===== config.mk =====
export PLATFORM = sky130hd
export DESIGN_NAME = positional_key_queue_unit
export DESIGN_NICKNAME = d
export VERILOG_FILES = /design/src/hdl/pkq_pkg.sv /design/src/hdl/pkq_ram.sv /design/src/hdl/positional_key_queue_unit.sv
export SDC_FILE = /design/constraint.sdc
export NUM_CORES = 1
export LEC_CHECK = 0
export BUFFER_PORTS_ARGS = -buffer_cell sky130_fd_sc_hd__buf_4
export CAP_MARGIN = 20
export CORE_ASPECT_RATIO = 1.4
export CORE_MARGIN = 2
export CORE_UTILIZATION = 41
export CTS_BUF_LIST = sky130_fd_sc_hd__clkbuf_4 sky130_fd_sc_hd__clkbuf_8 sky130_fd_sc_hd__clkbuf_16
export CTS_CLUSTER_SIZE = 20
export DETAILED_ROUTE_END_ITERATION = 8
export PLACE_DENSITY = 0.68
export SYNTH_ARGS = -nofsm -noshare
export SYNTH_HDL_FRONTEND = slang
export SYNTH_SLANG_ARGS = --single-unit

===== constraint.sdc =====
create_clock -name clk -period 3.71 [get_ports clk]
set_clock_uncertainty 0.05 [all_clocks]
set_input_delay 0.742 -clock clk [delete_from_list [all_inputs] [get_ports clk]]
set_output_delay 0.742 -clock clk [all_outputs]
set_load 0.1 [all_outputs]

===== src/hdl/pkq_pkg.sv =====
// ============================================================================
// pkq_pkg: shared definitions for the positional key queue
// Command and status codes, field widths and default sizes.
// ============================================================================
`default_nettype none

package pkq_pkg;

    localparam int DEPTH_DEF    = 16;
    localparam int KEY_BITS_DEF = 16;

    localparam int CMD_BITS    = 3;
    localparam int KEY_IO_BITS = 16;
    localparam int POS_BITS    = 5;
    localparam int STATUS_BITS = 2;
    localparam int COUNT_BITS  = 5;

    localparam logic [CMD_BITS-1:0] CMD_APPEND = 3'd0;
    localparam logic [CMD_BITS-1:0] CMD_SEARCH = 3'd1;
    localparam logic [CMD_BITS-1:0] CMD_INSERT = 3'd2;
    localparam logic [CMD_BITS-1:0] CMD_REMOVE = 3'd3;
    localparam logic [CMD_BITS-1:0] CMD_COUNT  = 3'd4;
    localparam logic [CMD_BITS-1:0] CMD_RD_FWD = 3'd5;
    localparam logic [CMD_BITS-1:0] CMD_RD_REV = 3'd6;

    localparam logic [STATUS_BITS-1:0] ST_OK       = 2'd0;
    localparam logic [STATUS_BITS-1:0] ST_NOTFOUND = 2'd1;
    localparam logic [STATUS_BITS-1:0] ST_FULL     = 2'd2;
    localparam logic [STATUS_BITS-1:0] ST_EMPTY    = 2'd3;

endpackage

`default_nettype wire


===== src/hdl/pkq_ram.sv =====
// ============================================================================
// pkq_ram: generic single-write, single-read RAM
// One write port and one read port with registered read data.
// ============================================================================
`default_nettype none

module pkq_ram #(
    parameter int WIDTH = 16,
    parameter int DEPTH = 16,
    localparam int AW = $clog2(DEPTH)
) (
    input  wire logic             clk,
    input  wire logic             we,
    input  wire logic [AW-1:0]    waddr,
    input  wire logic [WIDTH-1:0] wdata,
    input  wire logic [AW-1:0]    raddr,
    output logic      [WIDTH-1:0] rdata
);

    logic [WIDTH-1:0] mem [DEPTH];
    logic [WIDTH-1:0] rdata_reg;

    always_ff @(posedge clk)
    begin
        if (we)
        begin
            mem[waddr] <= wdata;
        end
        rdata_reg <= mem[raddr];
    end

    assign rdata = rdata_reg;

endmodule

`default_nettype wire


===== src/hdl/positional_key_queue_unit.sv =====
// ============================================================================
// positional_key_queue_unit: ordered queue of signed keys
// Append, search, positional insert, remove-all, count and read-out commands
// over a key store walked one entry at a time by a small sequencer.
// ============================================================================
//
//  Channel   Handshake            Payload
//  --------  -------------------  ----------------------------------------
//  input     in_valid / in_stall  command, key, position
//  output    out_valid/out_stall  status, key_out, entry_count, last
//
//  Append, count and rejected commands go straight to the result beat.
//  Search and remove read and check each held entry in turn. Insert moves
//  each entry from the position on up one place, then writes the key.
//  Read-outs give one beat per entry. All walks go through the single read
//  and write port of the key store. Reset empties the queue at once. A
//  waiting output beat holds the sequencer only when it has a beat to give.
//
`default_nettype none

module positional_key_queue_unit
    import pkq_pkg::*;
#(
    parameter int DEPTH    = DEPTH_DEF,
    parameter int KEY_BITS = KEY_BITS_DEF
) (
    input  wire logic                          clk,
    input  wire logic                          rst_n,
    input  wire logic                          in_valid,
    output logic                               in_stall,
    input  wire logic        [CMD_BITS-1:0]    command,
    input  wire logic signed [KEY_IO_BITS-1:0] key,
    input  wire logic        [POS_BITS-1:0]    position,
    output logic                               out_valid,
    input  wire logic                          out_stall,
    output logic             [STATUS_BITS-1:0] status,
    output logic signed      [KEY_IO_BITS-1:0] key_out,
    output logic             [COUNT_BITS-1:0]  entry_count,
    output logic                               last
);

    localparam int AW = $clog2(DEPTH);
    localparam int CW = $clog2(DEPTH + 1);
    localparam int PW = ((CW > POS_BITS) ? CW : POS_BITS) + 1;

    localparam logic [3:0] S_IDLE     = 4'd0;
    localparam logic [3:0] S_SCAN_RD  = 4'd1;
    localparam logic [3:0] S_SCAN_CHK = 4'd2;
    localparam logic [3:0] S_SHIFT_RD = 4'd3;
    localparam logic [3:0] S_SHIFT_WR = 4'd4;
    localparam logic [3:0] S_PLACE    = 4'd5;
    localparam logic [3:0] S_EMIT     = 4'd6;
    localparam logic [3:0] S_RO_RD    = 4'd7;
    localparam logic [3:0] S_RO_OUT   = 4'd8;

    logic [3:0]                    state_reg, state_next;
    logic [CW-1:0]                 occ_reg, occ_next;
    logic [CW-1:0]                 idx_reg, idx_next;
    logic [CW-1:0]                 wr_idx_reg, wr_idx_next;
    logic                          hit_reg, hit_next;
    logic [CMD_BITS-1:0]           cmd_reg, cmd_next;
    logic signed [KEY_BITS-1:0]    key_reg, key_next;
    logic [POS_BITS-1:0]           pos_reg, pos_next;
    logic [STATUS_BITS-1:0]        res_reg, res_next;

    logic                          out_valid_reg, out_valid_next;
    logic [STATUS_BITS-1:0]        out_status_reg, out_status_next;
    logic signed [KEY_IO_BITS-1:0] out_key_reg, out_key_next;
    logic                          out_last_reg, out_last_next;
    logic [COUNT_BITS-1:0]         out_count_reg, out_count_next;

    logic                          ram_we;
    logic [AW-1:0]                 ram_waddr;
    logic [KEY_BITS-1:0]           ram_wdata;
    logic [AW-1:0]                 ram_raddr;
    logic signed [KEY_BITS-1:0]    ram_rdata;

    logic                          accept;
    logic                          out_free;
    logic                          full;
    logic signed [KEY_BITS-1:0]    key_in;
    logic [PW-1:0]                 occ_ext;
    logic [PW-1:0]                 pos_in_ext;
    logic [PW-1:0]                 pos_ext;
    logic [CW-1:0]                 idx_inc;
    logic [CW-1:0]                 idx_dec;
    logic [CW-1:0]                 wr_inc;
    logic [CW-1:0]                 rev_idx;
    logic [PW-1:0]                 place_addr;
    logic                          match;
    logic                          scan_done;
    logic                          ro_last;

    pkq_ram #(
        .WIDTH (KEY_BITS),
        .DEPTH (DEPTH)
    ) u_store (
        .clk   (clk),
        .we    (ram_we),
        .waddr (ram_waddr),
        .wdata (ram_wdata),
        .raddr (ram_raddr),
        .rdata (ram_rdata)
    );

    assign in_stall   = (state_reg != S_IDLE);
    assign accept     = in_valid && (state_reg == S_IDLE);
    assign out_free   = !out_valid_reg || !out_stall;
    assign full       = (occ_reg >= CW'(DEPTH));
    assign key_in     = KEY_BITS'(key);
    assign occ_ext    = PW'(occ_reg);
    assign pos_in_ext = PW'(position);
    assign pos_ext    = PW'(pos_reg);
    assign idx_inc    = idx_reg + CW'(1);
    assign idx_dec    = idx_reg - CW'(1);
    assign wr_inc     = wr_idx_reg + CW'(1);
    assign rev_idx    = occ_reg - CW'(1) - idx_reg;
    assign place_addr = pos_ext - PW'(1);
    assign match      = (ram_rdata == key_reg);
    assign scan_done  = (idx_inc == occ_reg);
    assign ro_last    = (idx_inc == occ_reg);

    always_comb
    begin
        ram_raddr = idx_reg[AW-1:0];
        if (state_reg == S_SHIFT_RD)
        begin
            ram_raddr = idx_dec[AW-1:0];
        end
        else if ((state_reg == S_RO_RD || state_reg == S_RO_OUT) &&
                 cmd_reg == CMD_RD_REV)
        begin
            ram_raddr = rev_idx[AW-1:0];
        end
    end

    always_comb
    begin
        state_next      = state_reg;
        occ_next        = occ_reg;
        idx_next        = idx_reg;
        wr_idx_next     = wr_idx_reg;
        hit_next        = hit_reg;
        cmd_next        = cmd_reg;
        key_next        = key_reg;
        pos_next        = pos_reg;
        res_next        = res_reg;
        out_valid_next  = out_valid_reg && out_stall;
        out_status_next = out_status_reg;
        out_key_next    = out_key_reg;
        out_last_next   = out_last_reg;
        out_count_next  = out_count_reg;
        ram_we          = 1'b0;
        ram_waddr       = idx_reg[AW-1:0];
        ram_wdata       = ram_rdata;

        unique case (state_reg)
            S_IDLE:
            begin
                if (accept)
                begin
                    cmd_next    = command;
                    key_next    = key_in;
                    pos_next    = position;
                    idx_next    = '0;
                    wr_idx_next = '0;
                    hit_next    = 1'b0;
                    state_next  = S_EMIT;
                    res_next    = ST_OK;
                    unique case (command)
                        CMD_APPEND:
                        begin
                            if (full)
                            begin
                                res_next = ST_FULL;
                            end
                            else
                            begin
                                ram_we    = 1'b1;
                                ram_waddr = occ_reg[AW-1:0];
                                ram_wdata = key_in;
                                occ_next  = occ_reg + CW'(1);
                            end
                        end
                        CMD_SEARCH, CMD_REMOVE:
                        begin
                            if (occ_reg == '0)
                            begin
                                res_next = ST_NOTFOUND;
                            end
                            else
                            begin
                                state_next = S_SCAN_RD;
                            end
                        end
                        CMD_INSERT:
                        begin
                            if (full)
                            begin
                                res_next = ST_FULL;
                            end
                            else if (position == '0 || pos_in_ext > occ_ext + PW'(1))
                            begin
                                res_next = ST_NOTFOUND;
                            end
                            else
                            begin
                                idx_next = occ_reg;
                                if (occ_ext >= pos_in_ext)
                                begin
                                    state_next = S_SHIFT_RD;
                                end
                                else
                                begin
                                    state_next = S_PLACE;
                                end
                            end
                        end
                        CMD_COUNT:
                        begin
                            res_next = ST_OK;
                        end
                        CMD_RD_FWD, CMD_RD_REV:
                        begin
                            if (occ_reg == '0)
                            begin
                                res_next = ST_EMPTY;
                            end
                            else
                            begin
                                state_next = S_RO_RD;
                            end
                        end
                        default:
                        begin
                            res_next = ST_NOTFOUND;
                        end
                    endcase
                end
            end
            S_SCAN_RD:
            begin
                state_next = S_SCAN_CHK;
            end
            S_SCAN_CHK:
            begin
                if (match)
                begin
                    hit_next = 1'b1;
                end
                else if (cmd_reg == CMD_REMOVE)
                begin
                    ram_we      = 1'b1;
                    ram_waddr   = wr_idx_reg[AW-1:0];
                    wr_idx_next = wr_inc;
                end
                idx_next = idx_inc;
                if (scan_done)
                begin
                    state_next = S_EMIT;
                    if (hit_reg || match)
                    begin
                        res_next = ST_OK;
                        if (cmd_reg == CMD_REMOVE)
                        begin
                            occ_next = match ? wr_idx_reg : wr_inc;
                        end
                    end
                    else
                    begin
                        res_next = ST_NOTFOUND;
                    end
                end
                else
                begin
                    state_next = S_SCAN_RD;
                end
            end
            S_SHIFT_RD:
            begin
                state_next = S_SHIFT_WR;
            end
            S_SHIFT_WR:
            begin
                ram_we   = 1'b1;
                idx_next = idx_dec;
                if (PW'(idx_reg) > pos_ext)
                begin
                    state_next = S_SHIFT_RD;
                end
                else
                begin
                    state_next = S_PLACE;
                end
            end
            S_PLACE:
            begin
                ram_we     = 1'b1;
                ram_waddr  = place_addr[AW-1:0];
                ram_wdata  = key_reg;
                occ_next   = occ_reg + CW'(1);
                res_next   = ST_OK;
                state_next = S_EMIT;
            end
            S_EMIT:
            begin
                if (out_free)
                begin
                    out_valid_next  = 1'b1;
                    out_status_next = res_reg;
                    out_key_next    = '0;
                    out_last_next   = 1'b1;
                    out_count_next  = COUNT_BITS'(occ_reg);
                    state_next      = S_IDLE;
                end
            end
            S_RO_RD:
            begin
                state_next = S_RO_OUT;
            end
            S_RO_OUT:
            begin
                if (out_free)
                begin
                    out_valid_next  = 1'b1;
                    out_status_next = ST_OK;
                    out_key_next    = KEY_IO_BITS'(ram_rdata);
                    out_last_next   = ro_last;
                    out_count_next  = COUNT_BITS'(occ_reg);
                    idx_next        = idx_inc;
                    state_next      = ro_last ? S_IDLE : S_RO_RD;
                end
            end
            default:
            begin
                state_next = S_IDLE;
            end
        endcase
    end

    always_ff @(posedge clk or negedge rst_n)
    begin
        if (!rst_n)
        begin
            state_reg     <= S_IDLE;
            occ_reg       <= '0;
            out_valid_reg <= 1'b0;
        end
        else
        begin
            state_reg     <= state_next;
            occ_reg       <= occ_next;
            out_valid_reg <= out_valid_next;
        end
    end

    always_ff @(posedge clk)
    begin
        idx_reg        <= idx_next;
        wr_idx_reg     <= wr_idx_next;
        hit_reg        <= hit_next;
        cmd_reg        <= cmd_next;
        key_reg        <= key_next;
        pos_reg        <= pos_next;
        res_reg        <= res_next;
        out_status_reg <= out_status_next;
        out_key_reg    <= out_key_next;
        out_last_reg   <= out_last_next;
        out_count_reg  <= out_count_next;
    end

    assign out_valid   = out_valid_reg;
    assign status      = out_status_reg;
    assign key_out     = out_key_reg;
    assign entry_count = out_count_reg;
    assign last        = out_last_reg;

endmodule

`default_nettype wire


==> results.ini <==
[sta]
fin_crit_sh = 0.943
hold_viol_final = 0
report.final.slew_viol_count = 0
setup_violations = 0
fin_crit_ns = 3.50
max_slew_margin = 0.271
fin_tns_setup_ns = 0
max_freq_mhz = 286
fin_ws_ns = 0.212
max_slew.worst_pin.slew_ns = 1.09
rsz0062_at_grt = no

[clock_tree]
cts_hold_buf = 1
h-tree-depth = 2
cts-buffers-inserted = 35
ctsRootBufferMaster = clkbuf_16
worstSkewPairLatency_ns = 0.55
cts_tree = done
post-cts-setup-buffers = 0
cts_resized = 0
clkTransAtPathRegs_ns = 0.07
cts_sinks = 343
cts_buffer_depth = 3

[critical_path]
rr_worst_depth = 11
worstPathArrival_ns = 3.80
critPathLaunchType = flip-flop
r2r-start = occ_reg[1]
reg2reg_to = res_reg[0]
cp_max_fo = 6
critPathKind = flip-flop to flip-flop
r2r_setup_slack_ns = 0.21
crit_path_end_kind = flip-flop
cp.required_ns = 4.01

[layout]
regMostFlops = u_store.mem
fin_nets = 1796
drive_above_1_share = 0.149
diodes = 0
syn2layout_area_growth_pct = 15.7
largest_reg_flops = 256
fillers = 3990

[synthesis]
seq_area_frac_synth = 0.537
syn-cell-area_um2 = 18800
synth_cells = 1697
synth-seq-cells = 343
synth-edff-count = 317
syn_area_per_cell_um2 = 11.1
synthArstFlopShare = 0.0292
yosysUniqueCellTypes = 81
ys.flop_type = edfxtp_1
yosys.area.top_type = edfxtp_1
synth_top_area_share = 0.506
synth_fp_nets = 1750
ys_warn_count = 0
synthTopCellsByArea = edfxtp_1 51%, mux2i_1 5.7%, a22oi_1 4.3%, nor2_1 3.5%, nand2_1 3.0%

[power_and_ir_drop]
power_density_nw_per_um2 = 990
p_seq_frac = 0.299
intPower_w = 0.0119
vdd_drop_max_v = 0.000508
pwr-share-clk = 0.179
switchingPower_w = 0.00967
p_leak_nw = 8.04
p_comb_frac = 0.522
sw_frac_of_total = 0.449

[placed_design]
place_congestion = 0.938
dpl.hpwl_um = 37500
pre_cts_slack_ns = 0.158
port-buffer-count = 53

[floorplan]
die_h_um = 257
die_w_um = 185
row_count = 92
ios = 54
die_area_um2 = 47600
initial_core_util = 0.417
core-area_um2 = 45100

[min_path]
min_path_cells = 1
hp-start = key[6]
min_to = key_reg[6]
hold_class = input pin to flip-flop

[detailed_routing]
firstDrtPassIters = 6
routed_wirelength_um = 58400
wl_per_cell_um = 24.5
avgViaCountPerCell = 6.39
ant_nets = 0
drc = 0
vias = 15220
drtIter0Drc = 2112

[global_route]
grt_max_degree = 140
antenna_found_initial = 1
grt-ovfl-total = 0
grt.total_usage = 0.244
grt_pass1_vias = 15051
grt_first_pass_wirelength_um = 88700

[flow_run]
maxCapViolations = 0

[status]
status = finished, final reports clean

-- cell type report --
class,instances,area (µm²),area share
clock buffer,46,958,0.0441
tap,611,764,0.0351
timing repair buffer,158,1500,0.0690
inverter,26,97.6,0.00449
sequential,343,10100,0.464
multi-input combinational,1179,8050,0.370
clock inverter,18,293,0.0135
-- synthesized netlist by cell type (5+ instances only) --
cell type / instances
buf_6: 5
xnor2_1: 23
o21ai_0: 60
and3_1: 7
nor3_1: 11
nand2_1: 150
a21o_1: 5
o21a_1: 5
buf_1: 11
edfxtp_1: 317
mux2_2: 8
mux2i_1: 107
a211o_1: 8
o21bai_1: 9
xor2_1: 14
o311ai_0: 16
buf_4: 9
nand2b_1: 49
a221oi_1: 39
a222oi_1: 44
nand4_1: 12
and2_1: 22
buf_2: 45
nand3_1: 48
a22o_1: 18
nor2_1: 173
ha_1: 24
o211ai_1: 23
a31oi_1: 5
a211oi_1: 26
a22oi_1: 107
clkbuf_1: 79
dfxtp_1: 16
o22ai_1: 5
nor2b_1: 6
o221ai_1: 22
a21oi_1: 45
inv_1: 25
dfrtp_1: 10
o31ai_1: 16
-- how the worst max path moves through the flow --
stage	from	endpoint	slack [ns]	cells after the start
CTS	state_reg[1]	u_store.rdata[3]	0.28	9
floorplan	command[2]	u_store.mem[12][0]	0.05	8
global route	occ_reg[1]	idx_reg[2]	0.06	11
finish	occ_reg[1]	res_reg[0]	0.21	11
global placement	command[2]	u_store.mem[0][9]	0.17	9
detailed placement	command[2]	u_store.mem[0][7]	0.16	9
-- power groups by stage --
stage               registers, W  logic, W  clock network [W]
finish                   0.00644    0.0112            0.00386
global route             0.00651    0.0120            0.00405
CTS                      0.00642    0.0111            0.00390
detailed placement       0.00649    0.0110                  0
global placement         0.00646    0.0108                  0
floorplan                0.00683   0.00652                  0
-- routing by layer --
metal / share of wire / track usage / vias to the layer above
met5: 0 / 0 / -
met4: 0.067 / 0.156 / 0
met3: 0.074 / 0.0395 / 184
met2: 0.51 / 0.424 / 811
met1: 0.35 / 0.275 / 7518
li1: - / - / 6707
-- per-stage QoR --
stage,hold WS [ns],power (W),cell area [µm²],utilization,std cells
finish,0.324,0.0216,21800,0.482,2381
global route,0.307,0.0225,21800,0.482,2381
CTS,0.310,0.0214,21800,0.482,2381
detailed placement,0.451,0.0175,20500,0.454,2316
global placement,0.462,0.0173,20500,0.454,2316
floorplan,0.396,0.0134,18800,-,1697
-- critical path: stages (launching register included) --
cell,delay (ns)
dfrtp_1,0.58
inv_1,0.21
ha_1,0.35
inv_1,0.05
ha_1,0.28
nor2b_1,0.15
o21a_1,0.12
o21ai_0,0.06
a21oi_1,0.46
a21boi_0,0.32
o41a_1,0.37
o21ai_0,0.27
-- kinds of logic after synthesis --
group,after synthesis,share of synthesized area
buffers and inverters,175,0.0417
AO/OA/AOI/OAI,490,0.198
XOR/XNOR,37,0.0172
multiplexers,116,0.0630
adder cells (fa/ha/maj),25,0.0170
flip-flops,343,0.537
AND/OR/NAND/NOR,511,0.126
-- cells in the final DEF, fill, tap and decap left out, types with 10 or more instances in the layout --
master,instances
nand3_1,48
nand2_1,148
nor2_1,166
o311ai_0,16
clkbuf_16,35
o31ai_1,16
clkbuf_4,11
xnor2_1,21
dfrtp_1,10
ha_1,24
edfxtp_1,317
o211ai_1,23
nor3_1,10
mux2i_1,107
nand4_1,12
a221oi_1,39
a22oi_1,107
xor2_1,14
a21oi_1,44
buf_4,132
buf_12,25
and2_1,22
o21ai_0,60
nand2b_1,49
a211oi_1,26
dfxtp_1,16
o221ai_1,22
inv_1,24
a22o_1,18
a222oi_1,44
Note: power is estimated with default switching activity, not from simulation.
